[config.mk]
export PLATFORM = sky130hd
export DESIGN_NAME = positional_ordered_list
export DESIGN_NICKNAME = d
export VERILOG_FILES = /design/src/hw/rtl/pol_pkg.sv /design/src/hw/rtl/pol_datapath.sv /design/src/hw/rtl/pol_ctrl.sv /design/src/hw/rtl/positional_ordered_list.sv
export SDC_FILE = /design/constraint.sdc
export NUM_CORES = 2
export LEC_CHECK = 0
export BUFFER_PORTS_ARGS = -buffer_cell sky130_fd_sc_hd__buf_2
export CORE_UTILIZATION = 55
export CTS_BUF_LIST = sky130_fd_sc_hd__clkbuf_2 sky130_fd_sc_hd__clkbuf_4 sky130_fd_sc_hd__clkbuf_8
export DETAILED_ROUTE_END_ITERATION = 6
export PLACE_DENSITY_LB_ADDON = 0.3
export SYNTH_ARGS = -nofsm -noshare
export SYNTH_HDL_FRONTEND = slang
export SYNTH_SLANG_ARGS = --single-unit
[constraint.sdc]
create_clock -name clk -period 7.4 [get_ports clk]
set_clock_uncertainty 0.15 [all_clocks]
set_input_delay 1.11 -clock clk [delete_from_list [all_inputs] [get_ports clk]]
set_output_delay 1.11 -clock clk [all_outputs]
set_load 0.01 [all_outputs]
[src/hw/rtl/pol_pkg.sv]
`timescale 1ns / 1ps
// package for the positional ordered list
// holds operation and status codes, controller states and the command struct
package pol_pkg;

  localparam int DepthDefault = 32;
  localparam int ValueWidth = 32;
  localparam int PosWidth = 8;

  typedef enum logic [2:0] {
    OP_INS_FRONT = 3'd0,
    OP_INS_END   = 3'd1,
    OP_INS_POS   = 3'd2,
    OP_DEL_FRONT = 3'd3,
    OP_DEL_END   = 3'd4,
    OP_DEL_POS   = 3'd5,
    OP_LIST      = 3'd6,
    OP_REVERSE   = 3'd7
  } op_t;

  typedef enum logic [2:0] {
    ST_OK      = 3'd0,
    ST_EMPTY   = 3'd1,
    ST_INVALID = 3'd2,
    ST_RANGE   = 3'd3,
    ST_FULL    = 3'd4
  } status_t;

  typedef enum logic [1:0] {
    S_IDLE,
    S_LIST,
    S_HOLD
  } state_t;

  typedef struct packed {
    logic ins;
    logic del;
    logic scan_start;
    logic scan_step;
    logic rev;
  } cmd_t;

endpackage

[src/hw/rtl/pol_datapath.sv]
`timescale 1ns / 1ps
// shift-register cell array, length counter and listing scan index
// depends on pol_pkg
module pol_datapath
  import pol_pkg::*;
#(
  parameter int DEPTH = DepthDefault,
  localparam int LW = $clog2(DEPTH + 1),
  localparam int IW = (DEPTH > 1) ? $clog2(DEPTH) : 1
) (
  input  logic                  clk,
  input  logic                  rst,
  input  cmd_t                  cmd,
  input  logic [IW-1:0]         idx,
  input  logic [ValueWidth-1:0] value,
  output logic [LW-1:0]         length,
  output logic [ValueWidth-1:0] scan_data,
  output logic                  scan_last
);

  logic [ValueWidth-1:0] cells [DEPTH];
  logic [IW-1:0] scan_idx;
  logic [LW-1:0] scan_cnt;

  always_ff @(posedge clk) begin
    for (int i = 0; i < DEPTH; i++) begin
      if (cmd.ins) begin
        if (i == int'(idx)) begin
          cells[i] <= value;
        end else if (i > int'(idx) && i > 0) begin
          cells[i] <= cells[(i > 0) ? i - 1 : 0];
        end
      end else if (cmd.del) begin
        if (i >= int'(idx) && i < DEPTH - 1) begin
          cells[i] <= cells[(i < DEPTH - 1) ? i + 1 : i];
        end
      end
    end
  end

  always_ff @(posedge clk) begin
    if (rst) begin
      length <= '0;
    end else if (cmd.ins) begin
      length <= length + LW'(1);
    end else if (cmd.del) begin
      length <= length - LW'(1);
    end
  end

  always_ff @(posedge clk) begin
    if (cmd.scan_start) begin
      scan_idx <= cmd.rev ? IW'(length - LW'(1)) : '0;
      scan_cnt <= length - LW'(1);
    end else if (cmd.scan_step) begin
      scan_idx <= cmd.rev ? scan_idx - IW'(1) : scan_idx + IW'(1);
      scan_cnt <= scan_cnt - LW'(1);
    end
  end

  assign scan_data = cells[scan_idx];
  assign scan_last = (scan_cnt == '0);

endmodule

[src/hw/rtl/pol_ctrl.sv]
`timescale 1ns / 1ps
// controller: request decode, status checks, output register and listing sequence
// depends on pol_pkg
module pol_ctrl
  import pol_pkg::*;
#(
  parameter int DEPTH = DepthDefault,
  localparam int LW = $clog2(DEPTH + 1),
  localparam int IW = (DEPTH > 1) ? $clog2(DEPTH) : 1
) (
  input  logic                  clk,
  input  logic                  rst,
  input  logic                  in_valid,
  output logic                  in_stall,
  input  logic [2:0]            operation,
  input  logic [PosWidth-1:0]   position,
  output logic                  out_valid,
  input  logic                  out_stall,
  output logic [2:0]            status,
  output logic [ValueWidth-1:0] element,
  output logic                  last,
  output cmd_t                  cmd,
  output logic [IW-1:0]         idx,
  input  logic [LW-1:0]         length,
  input  logic [ValueWidth-1:0] scan_data,
  input  logic                  scan_last
);

  state_t state, state_next;
  logic rev;
  logic out_free, in_acc, emit;
  logic is_list, ins_ok, del_ok;
  status_t st;
  logic [8:0] pos9, len9;

  assign out_free = !out_valid || !out_stall;
  assign pos9 = {1'b0, position};
  assign len9 = 9'(length);
  assign is_list = (operation == OP_LIST) || (operation == OP_REVERSE);

  always_comb begin
    st = ST_OK;
    ins_ok = 1'b0;
    del_ok = 1'b0;
    idx = '0;
    unique case (op_t'(operation))
      OP_INS_FRONT, OP_INS_END: begin
        if (length == LW'(DEPTH)) st = ST_FULL;
        else ins_ok = 1'b1;
        idx = (operation == OP_INS_FRONT) ? '0 : IW'(length);
      end
      OP_INS_POS: begin
        if (position == '0) st = ST_INVALID;
        else if (pos9 > len9 + 9'd1) st = ST_RANGE;
        else if (length == LW'(DEPTH)) st = ST_FULL;
        else ins_ok = 1'b1;
        idx = IW'(position - 8'd1);
      end
      OP_DEL_FRONT, OP_DEL_END: begin
        if (length == '0) st = ST_EMPTY;
        else del_ok = 1'b1;
        idx = (operation == OP_DEL_FRONT) ? '0 : IW'(length - LW'(1));
      end
      OP_DEL_POS: begin
        if (length == '0) st = ST_EMPTY;
        else if (position == '0) st = ST_INVALID;
        else if (pos9 > len9) st = ST_RANGE;
        else del_ok = 1'b1;
        idx = IW'(position - 8'd1);
      end
      default: begin
        if (length == '0) st = ST_EMPTY;
      end
    endcase
  end

  assign in_acc = in_valid && !in_stall;

  always_comb begin
    state_next = state;
    unique case (state)
      S_IDLE: if (in_acc && is_list && length != '0) state_next = S_LIST;
      S_LIST: if (out_free && scan_last) state_next = S_IDLE;
      default: state_next = S_IDLE;
    endcase
  end

  always_comb begin
    in_stall = 1'b1;
    cmd = '0;
    emit = 1'b0;
    cmd.rev = rev;
    unique case (state)
      S_IDLE: begin
        in_stall = !out_free;
        cmd.ins = in_acc && ins_ok;
        cmd.del = in_acc && del_ok;
        cmd.scan_start = in_acc && is_list;
        cmd.rev = (operation == OP_REVERSE);
      end
      S_LIST: begin
        emit = out_free;
        cmd.scan_step = out_free;
      end
      default: ;
    endcase
  end

  always_ff @(posedge clk) begin
    if (rst) begin
      state <= S_IDLE;
      out_valid <= 1'b0;
    end else begin
      state <= state_next;
      if (in_acc) out_valid <= !(is_list && length != '0);
      else if (emit) out_valid <= 1'b1;
      else if (!out_stall) out_valid <= 1'b0;
    end
  end

  always_ff @(posedge clk) begin
    if (in_acc) begin
      rev <= (operation == OP_REVERSE);
      status <= st;
      element <= '0;
      last <= 1'b1;
    end else if (emit) begin
      status <= ST_OK;
      element <= scan_data;
      last <= scan_last;
    end
  end

endmodule

[src/hw/rtl/positional_ordered_list.sv]
`timescale 1ns / 1ps
// positional ordered list top level: controller plus cell datapath
// an edit updates the cells and registers its result when it is accepted
// a listing of n values streams one value per cycle while the output is not stalled
// throughput: one edit per cycle unless the output stalls; a listing blocks input until its last value
// synchronous reset empties the list; cell contents are left as they are
module positional_ordered_list
  import pol_pkg::*;
#(
  parameter int DEPTH = DepthDefault
) (
  input  logic                         clk,
  input  logic                         rst,
  input  logic                         in_valid,
  output logic                         in_stall,
  input  logic [2:0]                   operation,
  input  logic [PosWidth-1:0]          position,
  input  logic signed [ValueWidth-1:0] value,
  output logic                         out_valid,
  input  logic                         out_stall,
  output logic [2:0]                   status,
  output logic signed [ValueWidth-1:0] element,
  output logic                         last
);

  localparam int LW = $clog2(DEPTH + 1);
  localparam int IW = (DEPTH > 1) ? $clog2(DEPTH) : 1;

  cmd_t cmd;
  logic [IW-1:0] idx;
  logic [LW-1:0] length;
  logic [ValueWidth-1:0] scan_data;
  logic scan_last;

  pol_ctrl #(.DEPTH(DEPTH)) u_ctrl (
    .clk, .rst, .in_valid, .in_stall, .operation, .position,
    .out_valid, .out_stall, .status, .element, .last,
    .cmd, .idx, .length, .scan_data, .scan_last
  );

  pol_datapath #(.DEPTH(DEPTH)) u_dp (
    .clk, .rst, .cmd, .idx, .value, .length, .scan_data, .scan_last
  );

endmodule

==> flow_metrics.py <==
metrics = {
    "route": {
        "avgViaCountPerCell": 7.39,
        "wl_met2_um": 102000,
        "wirelength_met1_um": 81200,
        "first_pass_iters": 7,
        "wl_um": 229000,
        "drt-initial-drc-count": 9527,
        "wl_per_cell_um": 30.4,
        "maxUsedRoutingLayer": "met5",
        "remaining_drc_errors": 0,
        "wl_met3_um": 36400,
        "ant_nets": 0,
        "vias": 55900,
    },
    "sta": {
        "fin_crit_sh": 0.780,
        "hold_viol": 0,
        "tightest_slew_ps": 1280,
        "rsz0062_at_grt": "false",
        "fin_ws_ps": 1630,
        "slew_viol_final": 0,
        "min_period_ps": 5770,
        "maxSlewHeadroom": 0.144,
        "max_freq_ghz": 0.173,
        "setup-tns-final_ps": 0,
        "setup_viol": 0,
    },
    "critical_path": {
        "required_ps": 7860,
        "worstPathCellList": "nand3_1 -> nor3_1 -> xnor2_1 -> ha_1 -> and4b_1 -> a211o_1 -> o31ai_4 -> a31o_2 -> nand2_4 -> inv_6 -> o21ai_1 -> buf_4 -> nor2_4 -> buf_4",
        "path_max_fanout": 48,
        "crit_type": "flop to flop",
        "startpoint_type": "flop",
        "cpPeakStageDelay_ps": 800,
        "worst_path_most_repeated_cell": "buf_4",
        "setup.worst_path.end_class": "flop",
        "worst_path_max_delay_cell": "nor2_4",
        "cp.arrival_ps": 6230,
    },
    "power_and_ir_drop": {
        "power_frac_comb": 0.234,
        "ir_drop_mv": 0.203,
        "leakagePower_uw": 0.0242,
        "internal-power_uw": 11800,
        "p_sw_frac": 0.333,
        "p_per_area_nw_per_um2": 252,
        "fin_total_pwr_uw": 17800,
        "p_seq_frac": 0.449,
        "p_switching_uw": 5920,
        "power_frac_clock": 0.317,
    },
    "cells_and_area": {
        "layout-drive-gt1-share": 0.169,
        "finish.utilization": 0.603,
        "layout_common_cells": "nand2_1, edfxtp_1, a31oi_1",
        "fin_nets": 5960,
        "fillers": 9327,
        "layout_commonest_cell": "nand2_1",
        "syn_to_final_growth_pct": 7.93,
    },
    "clock_tree": {
        "ctsLongestPathBuffers": 3,
        "cts_tree": "done",
        "cts_root_buffer": "clkbuf_8",
        "cts_hold_buf": 0,
        "cts_resized": 0,
        "cts_setup_buffers": 0,
        "cts_inserted_buffers": 186,
        "cts_max_level": 4,
        "cts.clk_slew.worst_paths_ps": 60,
        "clock_latency_ps": 920,
        "clock-sinks": 1080,
    },
    "synth": {
        "synth_area_um2": 65200,
        "synth-seq-cells": 1080,
        "yosys_warnings": 0,
        "synth_fp_nets": 6214,
        "yosysTopAreaCellShare": 0.478,
        "ys_top_cells_by_area": "edfxtp_1, mux4_2, nand2_1",
        "yosysTopAreaCell": "edfxtp_1",
        "ys.flop_type": "edfxtp_1",
        "syn_area_per_cell_um2": 10.6,
        "async_reset_ff_frac": 0,
        "synth_cells": 6145,
        "ys_types": 97,
        "ys_seq_area_frac": 0.491,
        "synth_edf_count": 1039,
    },
    "floorplanning": {
        "die_height_um": 346,
        "io_pins": 85,
        "die_w_um": 346,
        "initial_core_util": 0.558,
        "coreArea_um2": 117000,
        "dieArea_um2": 120000,
        "rows": 125,
    },
    "placed_design": {
        "gp_congestion": 0.964,
        "dp_slack_ps": 1770,
        "place_hpwl_um": 147000,
        "numPortBuffers": 84,
    },
    "global_route": {
        "overflow": 0,
        "grt_pass1_wl_um": 343000,
        "grt_max_degree": 102,
        "antenna_found_initial": 25,
        "grt_pass1_vias": 53100,
        "grt_use_total": 0.377,
    },
    "outcome": {
        "status": "finished clean",
    },
    "worst_hold_path": {
        "min_path_type": "flop to flop",
    },
    "run": {
        "cap_viol_max_count": 0,
    },
}
## final timing paths
kind                                          from            endpoint  slack (ps)  depth (start not counted)
worst min register to register  u_ctrl.element[29]  u_ctrl.element[29]         310                          2
worst max register to register      u_dp.length[2]    u_dp.cells[9][8]        1630                         14
worst max-delay path                u_dp.length[2]    u_dp.cells[9][8]        1630                         14
worst min-delay path            u_ctrl.element[29]  u_ctrl.element[29]         310                          2
## per-stage QoR
step / std cells / area, um^2 / hold WS, ps
final: 7556 / 70400 / 305
after global routing: 7554 / 70400 / 316
after CTS: 7549 / 70400 / 281
after detailed placement: 7227 / 66700 / 289
after global placement: 7227 / 66700 / 281
after floorplan: 6145 / 65200 / 334
## registers in the layout, summed over array words and instances, names as in the netlist
register	flops
u_dp.cells	1024
u_ctrl.element	32
u_dp.length	6
u_dp.scan_cnt	6
u_dp.scan_idx	5
u_ctrl.status	3
u_ctrl.last	1
u_ctrl.out_valid	1
u_ctrl.rev	1
u_ctrl.state	1
## kinds of logic after synthesis
logic type,synth area share
simple gates,0.139
fa+ha+maj,0.00433
xor+xnor,0.00280
mux,0.176
compound gates,0.140
flops,0.491
buf+inv,0.0472
## per-layer routing
| layer | track usage | up-vias |
|---|---|---|
| met4 | 0.166 | 28 |
| met1 | 0.500 | 27100 |
| met5 | 0.00320 | - |
| li1 | - | 23000 |
| met2 | 0.562 | 4952 |
| met3 | 0.129 | 778 |
## synth_stat cells (all sizes together), types with 6 or more instances
cell type	number
a2111oi	6
a211oi	12
a21oi	197
a2bb2oi	34
a31oi	546
and3	11
buf	206
clkbuf	474
dfxtp	41
edfxtp	1039
ha	21
inv	51
mux2	65
mux2i	353
mux4	320
nand2	1097
nand3	253
nand4	7
nor2	386
nor2b	8
nor3	179
nor4	137
o2111ai	6
o211a	32
o211ai	47
o21ai	471
o22ai	6
o311ai	66
xnor2	16
## worst max-delay path: cells and delay by family (launching register included)
| family | cells | cell delay (ps) |
|---|---|---|
| xor gates and xnor gates | 1 | 200 |
| buffers and inverters | 3 | 1090 |
| adders and majority gates | 1 | 290 |
| AOI/OAI and AO/OA | 4 | 1300 |
| DFF | 1 | 580 |
| and+or+nand+nor | 5 | 1830 |
## power by group through the flow
| stage | Combinational [uW] | Sequential [uW] | Clock (uW) |
|---|---|---|---|
| after CTS | 4020 | 7940 | 5620 |
| after detailed placement | 4010 | 8070 | 0 |
| after floorplan | 2620 | 7910 | 0 |
| after global placement | 3910 | 8040 | 0 |
| final | 4160 | 7980 | 5620 |
| after global routing | 4330 | 8010 | 5860 |
## layout make-up
cell class | count | area (um^2) | share of cell area
Sequential cell | 1080 | 32000 | 0.455
Inverter | 52 | 200 | 0.00284
Clock buffer | 264 | 3230 | 0.0458
Multi-Input combinational cell | 4333 | 30900 | 0.438
Timing Repair Buffer | 238 | 1740 | 0.0247
Antenna cell | 7 | 17.5 | 0.000249
Clock inverter | 58 | 444 | 0.00631
Tap cell | 1524 | 1910 | 0.0271
No activity file was read; power rests on OpenSTA's default activity.
